## config.mk

```make
export PLATFORM = sky130hd
export DESIGN_NAME = gsm_si1_cell_channel_decoder_flat
export DESIGN_NICKNAME = d
export VERILOG_FILES = /design/src/hw/rtl/si1dec_pkg.sv /design/src/hw/rtl/si1dec_if.sv /design/src/hw/rtl/gsm_si1_cell_channel_decoder.sv /design/src/hw/rtl/si1dec_front.sv /design/src/hw/rtl/si1dec_queue.sv /design/src/hw/rtl/si1dec_back.sv /design/src/flat_wrapper.sv
export SDC_FILE = /design/constraint.sdc
export NUM_CORES = 1
export LEC_CHECK = 0
export ABC_AREA = 1
export BUFFER_PORTS_ARGS = -buffer_cell sky130_fd_sc_hd__buf_2
export CORE_MARGIN = 2
export CORE_UTILIZATION = 55
export CTS_CLUSTER_SIZE = 24
export DETAILED_ROUTE_END_ITERATION = 12
export GPL_ROUTABILITY_DRIVEN = 0
export PLACE_DENSITY = 0.84
export SKIP_LAST_GASP = 1
export SYNTH_ARGS = -nofsm -noshare
export SYNTH_HDL_FRONTEND = slang
export SYNTH_SLANG_ARGS = --single-unit
```

## constraint.sdc

```tcl
create_clock -name clk -period 6.87 [get_ports clk]
set_input_delay 0.3435 -clock clk [delete_from_list [all_inputs] [get_ports clk]]
set_output_delay 0.3435 -clock clk [all_outputs]
set_load 0.005 [all_outputs]
```

## src/hw/rtl/si1dec_pkg.sv

```systemverilog
// Shared types, constants and decode functions of the SI1 channel decoder.
`default_nettype none
package si1dec_pkg;

  localparam int QUEUE_DEPTH = 4;
  localparam int QPTR_W = $clog2(QUEUE_DEPTH);
  localparam int QCNT_W = $clog2(QUEUE_DEPTH + 1);

  localparam logic [4:0] LAST_CCD_OCTET = 5'd15;
  localparam logic [4:0] RACH_OCTET0 = 5'd16;
  localparam logic [4:0] RACH_OCTET1 = 5'd17;
  localparam logic [4:0] RACH_OCTET2 = 5'd18;

  localparam logic [2:0] FMT_BITMAP0 = 3'd0;
  localparam logic [2:0] FMT_RANGE1024 = 3'd1;
  localparam logic [2:0] FMT_RANGE512 = 3'd2;
  localparam logic [2:0] FMT_RANGE256 = 3'd3;
  localparam logic [2:0] FMT_RANGE128 = 3'd4;
  localparam logic [2:0] FMT_VARIABLE = 3'd5;
  localparam logic [2:0] FMT_RESERVED = 3'd6;

  localparam logic [7:0] ID_MASK = 8'hc0;
  localparam logic [7:0] ID_BITMAP0 = 8'h00;
  localparam logic [7:0] ID_RANGE = 8'h80;
  localparam logic [7:0] OCTET0_MASK = 8'h0f;

  typedef struct packed {
    logic       is_summary;
    logic [3:0] octet;
    logic [2:0] fmt;
    logic [7:0] bits;
    logic [7:0] rach;
    logic [7:0] high;
  } job_t;

  typedef struct packed {
    logic empty;
    logic full;
  } q_status_t;

  function automatic logic [2:0] classify(input logic [7:0] b);
    logic [2:0] f;
    if ((b & ID_MASK) == ID_BITMAP0) begin
      f = FMT_BITMAP0;
    end else if ((b & ID_MASK) != ID_RANGE) begin
      f = FMT_RESERVED;
    end else if (b[3] == 1'b0) begin
      f = FMT_RANGE1024;
    end else begin
      unique case (b[2:1])
        2'b00: f = FMT_RANGE512;
        2'b01: f = FMT_RANGE256;
        2'b10: f = FMT_RANGE128;
        default: f = FMT_VARIABLE;
      endcase
    end
    return f;
  endfunction

  function automatic logic [2:0] retx_decode(input logic [1:0] code);
    logic [2:0] r;
    unique case (code)
      2'd0: r = 3'd1;
      2'd1: r = 3'd2;
      2'd2: r = 3'd4;
      default: r = 3'd7;
    endcase
    return r;
  endfunction

  function automatic logic [5:0] tx_decode(input logic [3:0] code);
    logic [5:0] t;
    unique case (code)
      4'd0: t = 6'd3;
      4'd1: t = 6'd4;
      4'd2: t = 6'd5;
      4'd3: t = 6'd6;
      4'd4: t = 6'd7;
      4'd5: t = 6'd8;
      4'd6: t = 6'd9;
      4'd7: t = 6'd10;
      4'd8: t = 6'd11;
      4'd9: t = 6'd12;
      4'd10: t = 6'd14;
      4'd11: t = 6'd16;
      4'd12: t = 6'd20;
      4'd13: t = 6'd25;
      4'd14: t = 6'd32;
      default: t = 6'd50;
    endcase
    return t;
  endfunction

endpackage
`default_nettype wire

```

## src/hw/rtl/si1dec_if.sv

```systemverilog
// Valid/ready channel interfaces for octet input and decoded result output.
`default_nettype none
interface si1dec_in_if;
  logic       valid;
  logic       ready;
  logic [7:0] data_byte;
  logic       start_req;

  modport source (output valid, output data_byte, output start_req, input ready);
  modport sink (input valid, input data_byte, input start_req, output ready);
endinterface

interface si1dec_out_if;
  logic        valid;
  logic        ready;
  logic        kind;
  logic [6:0]  channel_number;
  logic [2:0]  list_format;
  logic [2:0]  max_retransmissions;
  logic [5:0]  tx_integer;
  logic        cell_barred;
  logic        reestablish_barred;
  logic        emergency_barred;
  logic [15:0] access_classes;
  logic        last;

  modport source (
    output valid, output kind, output channel_number, output list_format,
    output max_retransmissions, output tx_integer, output cell_barred,
    output reestablish_barred, output emergency_barred, output access_classes,
    output last, input ready
  );
  modport sink (
    input valid, input kind, input channel_number, input list_format,
    input max_retransmissions, input tx_integer, input cell_barred,
    input reestablish_barred, input emergency_barred, input access_classes,
    input last, output ready
  );
endinterface
`default_nettype wire

```

## src/hw/rtl/gsm_si1_cell_channel_decoder.sv

```systemverilog
// GSM SI1 decoder: the input channel takes the 19 body octets of a System
// Information Type 1 message, one octet per transaction. Octet 0 selects the
// channel list format; in the bit map 0 format each set bit of octets 0 to 15
// becomes one channel number transaction on the result channel, lowest bit
// first. After octet 18 one summary transaction carries the format, the RACH
// control fields and the access classes, with last set. start_req restarts a
// message at any octet.
// The front end takes one octet per cycle unless the job queue is full, and
// queues work for the back end; the back end issues one result per cycle while
// the receiver is ready, so a bitmap octet with k set bits gives k results in
// turn. A job passes from the queue through the work register to the output
// register. Input ready drops only while the four-entry job queue is full.
// Reset clears the octet position, the format, the queue and the output valid.
// While the receiver stalls, the output register holds its transaction and
// the queue absorbs up to four more jobs before input ready drops.
`default_nettype none
module gsm_si1_cell_channel_decoder import si1dec_pkg::*; (
  input  wire logic    clk,
  input  wire logic    rst_n,
  si1dec_in_if.sink    in_ch,
  si1dec_out_if.source out_ch
);

  logic      push, pop;
  job_t      push_job, head;
  q_status_t q_stat;

  si1dec_front u_front (
    .clk      (clk),
    .rst_n    (rst_n),
    .in_ch    (in_ch),
    .q_stat   (q_stat),
    .push     (push),
    .push_job (push_job)
  );

  si1dec_queue u_queue (
    .clk      (clk),
    .rst_n    (rst_n),
    .push     (push),
    .push_job (push_job),
    .pop      (pop),
    .head     (head),
    .q_stat   (q_stat)
  );

  si1dec_back u_back (
    .clk    (clk),
    .rst_n  (rst_n),
    .head   (head),
    .q_stat (q_stat),
    .pop    (pop),
    .out_ch (out_ch)
  );

endmodule
`default_nettype wire

```

## src/hw/rtl/si1dec_front.sv

```systemverilog
// Front end: tracks the octet position, classifies the format and queues jobs.
`default_nettype none
module si1dec_front import si1dec_pkg::*; (
  input  wire logic      clk,
  input  wire logic      rst_n,
  si1dec_in_if.sink      in_ch,
  input  wire q_status_t q_stat,
  output logic           push,
  output job_t           push_job
);

  logic [4:0] octet_index_r, octet_index_nxt;
  logic [2:0] format_code_r, format_code_nxt;
  logic [7:0] rach_first_octet_r, rach_first_octet_nxt;
  logic [7:0] access_high_octet_r, access_high_octet_nxt;
  logic       accept;
  logic [4:0] idx;
  logic [2:0] fmt;
  logic [7:0] bits;

  assign in_ch.ready = !q_stat.full;
  assign accept = in_ch.valid && in_ch.ready;

  always_comb begin
    idx = (in_ch.start_req || octet_index_r > RACH_OCTET2) ? 5'd0 : octet_index_r;
    fmt = (idx == 5'd0) ? classify(in_ch.data_byte) : format_code_r;
    bits = (idx == 5'd0) ? (in_ch.data_byte & OCTET0_MASK) : in_ch.data_byte;

    octet_index_nxt = octet_index_r;
    format_code_nxt = format_code_r;
    rach_first_octet_nxt = rach_first_octet_r;
    access_high_octet_nxt = access_high_octet_r;
    push = 1'b0;
    push_job.is_summary = 1'b0;
    push_job.octet = idx[3:0];
    push_job.fmt = fmt;
    push_job.bits = bits;
    push_job.rach = rach_first_octet_r;
    push_job.high = access_high_octet_r;

    if (accept) begin
      if (idx <= LAST_CCD_OCTET) begin
        format_code_nxt = fmt;
        octet_index_nxt = idx + 5'd1;
        push = (fmt == FMT_BITMAP0) && (bits != 8'd0);
      end else if (idx == RACH_OCTET0) begin
        rach_first_octet_nxt = in_ch.data_byte;
        octet_index_nxt = RACH_OCTET1;
      end else if (idx == RACH_OCTET1) begin
        access_high_octet_nxt = in_ch.data_byte;
        octet_index_nxt = RACH_OCTET2;
      end else begin
        push = 1'b1;
        push_job.is_summary = 1'b1;
        push_job.fmt = format_code_r;
        push_job.bits = in_ch.data_byte;
        octet_index_nxt = 5'd0;
      end
    end
  end

  always_ff @(posedge clk) begin
    if (!rst_n) begin
      octet_index_r <= 5'd0;
      format_code_r <= FMT_BITMAP0;
      rach_first_octet_r <= 8'd0;
      access_high_octet_r <= 8'd0;
    end else begin
      octet_index_r <= octet_index_nxt;
      format_code_r <= format_code_nxt;
      rach_first_octet_r <= rach_first_octet_nxt;
      access_high_octet_r <= access_high_octet_nxt;
    end
  end

endmodule
`default_nettype wire

```

## src/hw/rtl/si1dec_queue.sv

```systemverilog
// Short job queue between the front end and the back end.
`default_nettype none
module si1dec_queue import si1dec_pkg::*; (
  input  wire logic  clk,
  input  wire logic  rst_n,
  input  wire logic  push,
  input  wire job_t  push_job,
  input  wire logic  pop,
  output job_t       head,
  output q_status_t  q_stat
);

  job_t              entry_r [QUEUE_DEPTH];
  logic [QPTR_W-1:0] wr_ptr_r, rd_ptr_r;
  logic [QCNT_W-1:0] count_r;
  logic              do_push, do_pop;

  assign q_stat.empty = (count_r == QCNT_W'(0));
  assign q_stat.full = (count_r == QCNT_W'(QUEUE_DEPTH));
  assign do_push = push && !q_stat.full;
  assign do_pop = pop && !q_stat.empty;
  assign head = entry_r[rd_ptr_r];

  always_ff @(posedge clk) begin
    if (!rst_n) begin
      wr_ptr_r <= '0;
      rd_ptr_r <= '0;
      count_r <= '0;
    end else begin
      if (do_push) begin
        wr_ptr_r <= wr_ptr_r + QPTR_W'(1);
      end
      if (do_pop) begin
        rd_ptr_r <= rd_ptr_r + QPTR_W'(1);
      end
      if (do_push && !do_pop) begin
        count_r <= count_r + QCNT_W'(1);
      end else if (do_pop && !do_push) begin
        count_r <= count_r - QCNT_W'(1);
      end
    end
  end

  always_ff @(posedge clk) begin
    if (do_push) begin
      entry_r[wr_ptr_r] <= push_job;
    end
  end

endmodule
`default_nettype wire

```

## src/hw/rtl/si1dec_back.sv

```systemverilog
// Back end: expands bitmap octets into channel items and builds the summary.
`default_nettype none
module si1dec_back import si1dec_pkg::*; (
  input  wire logic      clk,
  input  wire logic      rst_n,
  input  wire job_t      head,
  input  wire q_status_t q_stat,
  output logic           pop,
  si1dec_out_if.source   out_ch
);

  job_t       work_r, work_nxt;
  logic       work_valid_r, work_valid_nxt;
  logic       out_valid_r, out_valid_nxt;
  logic       can_load, emit, done;
  logic [2:0] bit_sel;
  logic [7:0] rest;

  always_comb begin
    bit_sel = 3'd0;
    for (int i = 7; i >= 0; i--) begin
      if (work_r.bits[i]) begin
        bit_sel = 3'(i);
      end
    end
  end

  assign rest = work_r.bits & ~(8'd1 << bit_sel);
  assign can_load = !out_valid_r || out_ch.ready;
  assign emit = work_valid_r && can_load;
  assign done = work_r.is_summary || (rest == 8'd0);
  assign pop = !q_stat.empty && (!work_valid_r || (emit && done));

  always_comb begin
    work_nxt = work_r;
    work_valid_nxt = work_valid_r;
    if (pop) begin
      work_nxt = head;
      work_valid_nxt = 1'b1;
    end else if (emit && done) begin
      work_valid_nxt = 1'b0;
    end else if (emit) begin
      work_nxt.bits = rest;
    end
    out_valid_nxt = emit ? 1'b1 : (out_ch.ready ? 1'b0 : out_valid_r);
  end

  always_ff @(posedge clk) begin
    if (!rst_n) begin
      work_valid_r <= 1'b0;
      out_valid_r <= 1'b0;
    end else begin
      work_valid_r <= work_valid_nxt;
      out_valid_r <= out_valid_nxt;
    end
  end

  always_ff @(posedge clk) begin
    work_r <= work_nxt;
    if (emit) begin
      out_ch.list_format <= work_r.fmt;
      out_ch.kind <= work_r.is_summary;
      out_ch.last <= work_r.is_summary;
      if (work_r.is_summary) begin
        out_ch.channel_number <= 7'd0;
        out_ch.max_retransmissions <= retx_decode(work_r.rach[7:6]);
        out_ch.tx_integer <= tx_decode(work_r.rach[5:2]);
        out_ch.cell_barred <= work_r.rach[1];
        out_ch.reestablish_barred <= work_r.rach[0];
        out_ch.emergency_barred <= work_r.high[0];
        out_ch.access_classes <= {work_r.high, work_r.bits};
      end else begin
        out_ch.channel_number <= {~work_r.octet, bit_sel} + 7'd1;
        out_ch.max_retransmissions <= 3'd0;
        out_ch.tx_integer <= 6'd0;
        out_ch.cell_barred <= 1'b0;
        out_ch.reestablish_barred <= 1'b0;
        out_ch.emergency_barred <= 1'b0;
        out_ch.access_classes <= 16'd0;
      end
    end
  end

  assign out_ch.valid = out_valid_r;

endmodule
`default_nettype wire

```

## src/flat_wrapper.sv

```systemverilog
// flat-port wrapper written by rule: the top's interface ports become plain ports
module gsm_si1_cell_channel_decoder_flat import si1dec_pkg::*;
  (clk, rst_n, in_ch_valid, in_ch_data_byte, in_ch_start_req, in_ch_ready, out_ch_valid, out_ch_kind, out_ch_channel_number, out_ch_list_format, out_ch_max_retransmissions, out_ch_tx_integer, out_ch_cell_barred, out_ch_reestablish_barred, out_ch_emergency_barred, out_ch_access_classes, out_ch_last, out_ch_ready);
  si1dec_in_if in_ch_i ();
  si1dec_out_if out_ch_i ();
  input  wire logic clk;
  input  wire logic rst_n;
  input wire logic [$bits(in_ch_i.valid)-1:0] in_ch_valid;
  input wire logic [$bits(in_ch_i.data_byte)-1:0] in_ch_data_byte;
  input wire logic [$bits(in_ch_i.start_req)-1:0] in_ch_start_req;
  output wire logic [$bits(in_ch_i.ready)-1:0] in_ch_ready;
  output wire logic [$bits(out_ch_i.valid)-1:0] out_ch_valid;
  output wire logic [$bits(out_ch_i.kind)-1:0] out_ch_kind;
  output wire logic [$bits(out_ch_i.channel_number)-1:0] out_ch_channel_number;
  output wire logic [$bits(out_ch_i.list_format)-1:0] out_ch_list_format;
  output wire logic [$bits(out_ch_i.max_retransmissions)-1:0] out_ch_max_retransmissions;
  output wire logic [$bits(out_ch_i.tx_integer)-1:0] out_ch_tx_integer;
  output wire logic [$bits(out_ch_i.cell_barred)-1:0] out_ch_cell_barred;
  output wire logic [$bits(out_ch_i.reestablish_barred)-1:0] out_ch_reestablish_barred;
  output wire logic [$bits(out_ch_i.emergency_barred)-1:0] out_ch_emergency_barred;
  output wire logic [$bits(out_ch_i.access_classes)-1:0] out_ch_access_classes;
  output wire logic [$bits(out_ch_i.last)-1:0] out_ch_last;
  input wire logic [$bits(out_ch_i.ready)-1:0] out_ch_ready;
  assign in_ch_i.valid = in_ch_valid;
  assign in_ch_i.data_byte = in_ch_data_byte;
  assign in_ch_i.start_req = in_ch_start_req;
  assign in_ch_ready = in_ch_i.ready;
  assign out_ch_valid = out_ch_i.valid;
  assign out_ch_kind = out_ch_i.kind;
  assign out_ch_channel_number = out_ch_i.channel_number;
  assign out_ch_list_format = out_ch_i.list_format;
  assign out_ch_max_retransmissions = out_ch_i.max_retransmissions;
  assign out_ch_tx_integer = out_ch_i.tx_integer;
  assign out_ch_cell_barred = out_ch_i.cell_barred;
  assign out_ch_reestablish_barred = out_ch_i.reestablish_barred;
  assign out_ch_emergency_barred = out_ch_i.emergency_barred;
  assign out_ch_access_classes = out_ch_i.access_classes;
  assign out_ch_last = out_ch_i.last;
  assign out_ch_i.ready = out_ch_ready;
  gsm_si1_cell_channel_decoder u_core (.clk(clk), .rst_n(rst_n), .in_ch(in_ch_i), .out_ch(out_ch_i));
endmodule
```

==> flow_metrics.env, run 1 <==
export IMPL_status="finished clean"
export IMPL_postCtsResizedCells=0
export IMPL_clockBufferDepth=3
export IMPL_hold_class="primary input to flip-flop"
export IMPL_irDropWorstVdd_mv=0.258
export IMPL_syn_nets=841
export IMPL_ys_seq_area_share_pct=69.9
export IMPL_synth_top_area_cell="edfxtp_1"
export IMPL_hpwl_um=11200
export IMPL_design_area_um2=10700
export IMPL_n_antenna_cell=0
export IMPL_cts_buffers=23
export IMPL_syn_inst=806
export IMPL_syn_to_final_growth_pct=12.6
export IMPL_nets=901
export IMPL_worstMarginPinSlew_ns=0.992
export IMPL_yosys_top_cells_area="edfxtp_1 (63%), dfxtp_1 (7.4%), nor2_1 (4.9%)"
export IMPL_r2r_cells=23
export IMPL_endpoint="u_core.u_queue.count_r[2]"
export IMPL_ant_nets=0
export IMPL_place_area_um2=10000
export IMPL_tns_ns=0
export IMPL_ioPinCount=55
export IMPL_syn_mean_instance_area_um2=11.8
export IMPL_synth_cell_types=42
export IMPL_finalWirelength_um=18400
export IMPL_synth_main_ff_cell="edfxtp_1"
export IMPL_postCtsHoldBufs=0
export IMPL_max_slew_margin_rel_pct=33.8
export IMPL_timing_final_crit_share_pct=50.1
export IMPL_crit_required_ns=7.30
export IMPL_drv_slew=0
export IMPL_grtUsageMet3_pct=4.41
export IMPL_setup_worst_path_start_class="flip-flop"
export IMPL_synth_edf_count=198
export IMPL_globalRouteMet2Util_pct=36.1
export IMPL_ys_async_sr_fraction_pct=0
export IMPL_synth_top_cell_area_share_pct=62.5
export IMPL_crit_fanout=7
export IMPL_syn_area_um2=9510
export IMPL_dieArea_um2=18400
export IMPL_worstReg2RegEnd="u_core.u_queue.count_r[2]"
export IMPL_die_width_um=135
export IMPL_min_period_ns=3.44
export IMPL_rsz0062_at_grt="no"
export IMPL_io_buffers=54
export IMPL_place_inst=1066
export IMPL_synth_seq_cells=233
export IMPL_grt_pass1_wl_um=29200
export IMPL_reg2reg_slack_ns=3.43
export IMPL_grt_pass1_vias=6015
export IMPL_powerDensity_nw_per_um2=410
export IMPL_grt_overflow=0
export IMPL_use_met1_pct=25.0
export IMPL_final_cell_count_no_fill=1107
export IMPL_clk_latency_ns=0.50
export IMPL_end_kind="flip-flop"
export IMPL_top_usage_layer="met2"
export IMPL_start_util_pct=55.6
export IMPL_utilization_pct=62.5
export IMPL_first_iter_violations=587
export IMPL_post_route_drc_count=0
export IMPL_post_cts_buffers=0
export IMPL_path_class="flip-flop to flip-flop"
export IMPL_setup_violations_final=0
export IMPL_grt_max_degree=66
export IMPL_startpoint="u_core.u_front.octet_index_r[2]"
export IMPL_antenna_found_initial=0
export IMPL_clkSinkCount=233
export IMPL_clk_pin_slew_ns=0.06
export IMPL_dr_total_vias=6227
export IMPL_dr_pass1_iters=5
export IMPL_wire_per_inst_um=16.6
export IMPL_maxCapViolations=0
export IMPL_fp_coreArea_um2=17100
export IMPL_hold_violations=0
export IMPL_die_h_um=135
export IMPL_yosysWarnings=0
export IMPL_max_freq_mhz=290
export IMPL_r2r_start="u_core.u_front.octet_index_r[2]"
export IMPL_skew_ns=0.0120
export IMPL_total_leakage_power_nw=4.01
export IMPL_grt_usage_pct=20.5
export IMPL_drive_above_1_share_pct=14.6
export IMPL_root_buffer="clkbuf_16"
export IMPL_fin_ws_ns=3.43
export IMPL_htree_levels=1
export IMPL_via_per_inst=5.63
export IMPL_std_cell_rows=48
export IMPL_preCtsSetupSlack_ns=3.56
export IMPL_cts_tree="done"
export IMPL_worstPathArrival_ns=3.87
-- routing by layer --
metal  part of all wire, %  vias to the layer above
li1                      -                     2930
met1                    40                     2960
met2                    49                      289
met3                   8.3                       48
met4                   2.5                        0
met5                     0                        -
-- final cells by class --
| cell class | count | area (µm²) |
|---|---|---|
| well taps | 225 | 282 |
| flip-flops and latches | 233 | 6650 |
| clock buffers | 36 | 634 |
| multi-input cells | 458 | 2420 |
| inverters | 87 | 333 |
| fillers | 1280 | 6410 |
| clock inverters | 5 | 50.0 |
| repair buffers | 63 | 338 |
-- worst min path at each step --
stage,start,endpoint,cells past startpoint
2_1_floorplan,u_core.u_back.work_r[24],u_core.u_back.out_ch.list_format[0],0
3_3_place_gp,u_core.u_back.work_r[26],u_core.u_back.out_ch.list_format[2],0
3_5_place_dp,u_core.u_back.work_r[26],u_core.u_back.out_ch.list_format[2],0
4_1_cts,in_ch_data_byte[6],u_core.u_front.rach_first_octet_r[6],3
5_1_grt,in_ch_data_byte[0],u_core.u_queue.entry_r[0][16],1
6_report,in_ch_data_byte[1],u_core.u_queue.entry_r[2][17],1
-- critical path, stage by stage, from the launching register on --
cell,delay [ns]
dfxtp_1,0.35
nor2_2,0.19
nand2_1,0.07
nand2_1,0.09
nand2_1,0.11
inv_1,0.09
nand2_1,0.07
inv_1,0.18
ha_1,0.20
nand2_1,0.07
nor2_1,0.11
ha_1,0.15
inv_1,0.08
a21oi_2,0.25
nand2_2,0.13
nand2_2,0.12
ha_1,0.17
inv_1,0.08
fa_1,0.40
nor2_1,0.12
nor2_1,0.05
nand2_1,0.07
o21ai_0,0.09
a21oi_1,0.16
-- through the flow --
stage	power [mW]	hold WS, ns
6_report	4.39	0.166
5_1_grt	4.64	0.171
4_1_cts	4.40	0.156
3_5_place_dp	3.26	0.407
3_3_place_gp	3.20	0.403
2_1_floorplan	2.88	0.400
-- cell usage in the layout, fill, tap and decap left out, drive strengths merged, types with 5 or more instances in the layout --
cell and n:
edfxtp 198, nor2 132, nand2 99, o21ai 94, inv 84, buf 63, clkbuf 36, dfxtp 35
a21oi 33, o22ai 31, nand3 22, ha 21, nand4 7, clkinv 6, nor3 5
-- cell usage after synthesis, types with 2 or more instances --
master / count
edfxtp_1: 198
nor2_1: 123
nand2_1: 93
o21ai_0: 77
inv_1: 76
dfxtp_1: 35
a21oi_1: 32
o22ai_1: 31
clkbuf_1: 24
ha_1: 21
nand3_1: 19
o21ai_1: 14
inv_2: 8
nand2_2: 5
nor2_2: 5
nor3_1: 5
nand4_1: 4
nand4_2: 3
nor2_4: 3
o211ai_1: 3
a211oi_1: 2
buf_4: 2
nand3_4: 2
o21ai_4: 2
or2_2: 2
-- cells by family after synthesis --
| kind of cell | count (synthesis) | synth area share, % |
|---|---|---|
| AND/OR/NAND/NOR | 268 | 12.5 |
| adder cells (fa/ha/maj) | 22 | 2.97 |
| AO/OA/AOI/OAI | 167 | 9.83 |
| flip-flops | 233 | 69.9 |
| buffers and inverters | 115 | 4.76 |
| XOR/XNOR | 1 | 0.0921 |
-- report_power, final --
| group | internal, mW | total [mW] | switching [mW] |
|---|---|---|---|
| sequential | 1.93 | 2.04 | 0.112 |
| combinational | 0.366 | 1.20 | 0.837 |
| clock | 0.669 | 1.15 | 0.478 |
| total | 2.97 | 4.39 | 1.43 |
-- sequential cells by signal (all words and copies together) (netlist names), named ones only --
name / count
u_core.u_back.out_ch.list_format: 3
u_core.u_back.out_ch.channel_number: 7
u_core.u_front.format_code_r: 3
u_core.u_queue.entry_r: 128
u_core.u_back.out_ch.cell_barred: 1
u_core.u_front.octet_index_r: 5
u_core.u_back.out_ch.valid: 1
u_core.u_queue.wr_ptr_r: 2
u_core.u_back.work_valid_r: 1
u_core.u_queue.count_r: 3
u_core.u_front.rach_first_octet_r: 8
u_core.u_back.work_r: 32
u_core.u_back.out_ch.tx_integer: 6
u_core.u_back.out_ch.access_classes: 16
u_core.u_back.out_ch.last: 1
u_core.u_back.out_ch.max_retransmissions: 3
u_core.u_queue.rd_ptr_r: 2
u_core.u_back.out_ch.reestablish_barred: 1
u_core.u_front.access_high_octet_r: 8
Note: power is estimated with default switching activity, not from simulation.
==> inputs of run 2 (changes only) <==
Clock period 6.87 ns to 3.3 ns, I/O delays scaled along.
==> run 2 against run 1 <==
Sequential share of layout area decreased by 2.0 points. Utilization increased by 2.0 points. Combinational power increased by 130%. Fmax increased by 9.3%. Clock power increased by 120%. Critical path type unchanged. Largest cell class unchanged. Critical path depth decreased by 6. First-iteration DRC count decreased by 0.34%. Die area unchanged.
==> flow_metrics.env, run 2 (synthesis results as in run 1) <==
export IMPL_status="finished clean"
export IMPL_ioPinCount=55
export IMPL_design_area_um2=11100
export IMPL_largest_register="u_core.u_queue.entry_r"
export IMPL_hold_depth=1
export IMPL_grt_overflow=0
export IMPL_place_inst=1070
export IMPL_post_route_drc_count=0
export IMPL_first_iter_violations=585
export IMPL_dr_pass1_iters=6
export IMPL_fin_ws_ns=0.149
export IMPL_largest_register_ffs=128
export IMPL_start_util_pct=55.6
export IMPL_total_power_mw=9.55
export IMPL_grt_usage_pct=20.4
export IMPL_r2r_cells=17
export IMPL_startpoint="u_core.u_back.work_r[20]"
export IMPL_drv_slew=0
export IMPL_root_buffer="clkbuf_16"
export IMPL_antenna_found_initial=1
export IMPL_r2r_start="u_core.u_back.work_r[20]"
export IMPL_clkSinkCount=233
export IMPL_finalWirelength_um=18300
export IMPL_drive_above_1_share_pct=18.6
export IMPL_path_class="flip-flop to flip-flop"
export IMPL_grt_pass1_wl_um=29200
export IMPL_clk_latency_ns=0.51
export IMPL_setup_worst_path_start_class="flip-flop"
export IMPL_total_leakage_power_nw=4.15
export IMPL_max_freq_mhz=317
export IMPL_worstReg2RegEnd="u_core.u_queue.count_r[1]"
export IMPL_worstPathArrival_ns=3.56
export IMPL_most_common_layout_cells="edfxtp_1 (198), nor2_1 (120), nand2_1 (92)"
export IMPL_std_cell_rows=48
export IMPL_layout_commonest_cell="edfxtp_1"
export IMPL_cts_buffers=23
export IMPL_fp_coreArea_um2=17100
export IMPL_setup_violations_final=0
export IMPL_hold_violations=0
export IMPL_min_to="u_core.u_queue.entry_r[0][17]"
export IMPL_htree_levels=1
export IMPL_skew_ns=0.0227
export IMPL_die_h_um=135
export IMPL_hold_class="primary input to flip-flop"
export IMPL_end_kind="flip-flop"
export IMPL_place_area_um2=10100
export IMPL_min_period_ns=3.15
export IMPL_grt_max_degree=65
export IMPL_crit_fanout=5
export IMPL_die_width_um=135
export IMPL_preCtsSetupSlack_ns=-0.0115
export IMPL_timing_final_crit_share_pct=95.5
export IMPL_hpwl_um=10900
export IMPL_holdCritStartpoint="in_ch_data_byte[1]"
export IMPL_syn_to_final_growth_pct=16.2
export IMPL_fin_hold_ws_ns=0.000486
export IMPL_worstMarginPinSlew_ns=0.804
export IMPL_wire_per_inst_um=16.3
export IMPL_nets=916
export IMPL_via_per_inst=5.47
export IMPL_clockBufferDepth=3
export IMPL_max_slew_margin_rel_pct=46.4
export IMPL_reg2reg_slack_ns=0.15
export IMPL_powerDensity_nw_per_um2=864
export IMPL_crit_required_ns=3.70
export IMPL_clk_pin_slew_ns=0.06
export IMPL_grt_pass1_vias=6032
export IMPL_irDropWorstVdd_mv=0.562
export IMPL_ant_nets=0
export IMPL_io_buffers=54
export IMPL_dieArea_um2=18400
export IMPL_cts_tree="done"
export IMPL_final_cell_count_no_fill=1123
export IMPL_reg_top3="u_core.u_queue.entry_r (128), u_core.u_back.work_r (32), u_core.u_back.out_ch.access_classes (16)"
export IMPL_maxCapViolations=0
export IMPL_dr_total_vias=6141
run 2: cell types whose count changed in the layout (fill, tap and decap cells not counted), moves of 5 or more:
cell and change:
buf_12 +5, buf_4 +5, clkbuf_1 -11, clkinv_2 +8, dlygate4sd3_1 +5
run 2: layout make-up:
type	instances	area (µm²)
Clock buffer	24	579
Sequential cell	233	6650
Fill cell	1197	6060
Timing Repair Buffer	78	526
Tap cell	225	282
Antenna cell	1	2.50
Clock inverter	17	163
Multi-Input combinational cell	458	2520
Inverter	87	335
run 2: how the worst max path moves through the flow:
stage                              endpoint  slack, ns  depth (start not counted)
2_1_floorplan  u_core.u_queue.entry_r[0][0]       0.08                         17
3_3_place_gp      u_core.u_queue.count_r[2]       0.20                         23
3_5_place_dp      u_core.u_queue.count_r[1]      -0.01                         17
4_1_cts           u_core.u_queue.count_r[1]       0.01                         17
5_1_grt           u_core.u_queue.count_r[1]      -0.05                         17
6_report          u_core.u_queue.count_r[1]       0.15                         17
run 2: repair_timing:
| item | CTS | global route |
|---|---|---|
| buffers inserted | 0 | 6 |
| hold buffers | 5 | 0 |
| hold endpoints to repair | 9 | 0 |
| pin swaps | 0 | 16 |
| gates cloned | 0 | 0 |
| resized for setup | 2 | 27 |
| endpoints found under the setup margin | 2 | 33 |
run 2: report_power, final:
part	switching, mW	total (mW)	leakage [nW]	internal [mW]
Combinational	1.84	2.75	1.78	0.909
Sequential	0.237	4.25	2.01	4.01
Clock	1.04	2.55	0.371	1.51
run 2: critical path, cell delays in order (launching register included):
cell and delay (ns):
edfxtp_1 0.46, nor3_2 0.27, inv_1 0.09, a31oi_2 0.20, ha_2 0.27, ha_4 0.14, nor2_2 0.03, inv_1 0.09
nand2_2 0.07, nor2_4 0.11, nand3_2 0.10, o21ai_4 0.22, nand3_4 0.12, ha_4 0.18, inv_4 0.05, fa_2 0.44
o21ai_2 0.16, a21oi_2 0.04
run 2: through the flow:
stage	utilization [%]	setup TNS [ns]
after global routing	64.6	-0.132
after global placement	59.1	0
after CTS	63.7	0
after detailed placement	59.1	-0.0115
final	64.6	0
after floorplan	-	0
run 2: metal layers:
metal	vias up	track usage [%]	share of wire (%)
li1	2945	-	-
met1	2896	25.5	41
met2	248	34.8	49
met3	52	3.97	7.1
met4	0	9.03	3.1
met5	-	0	0
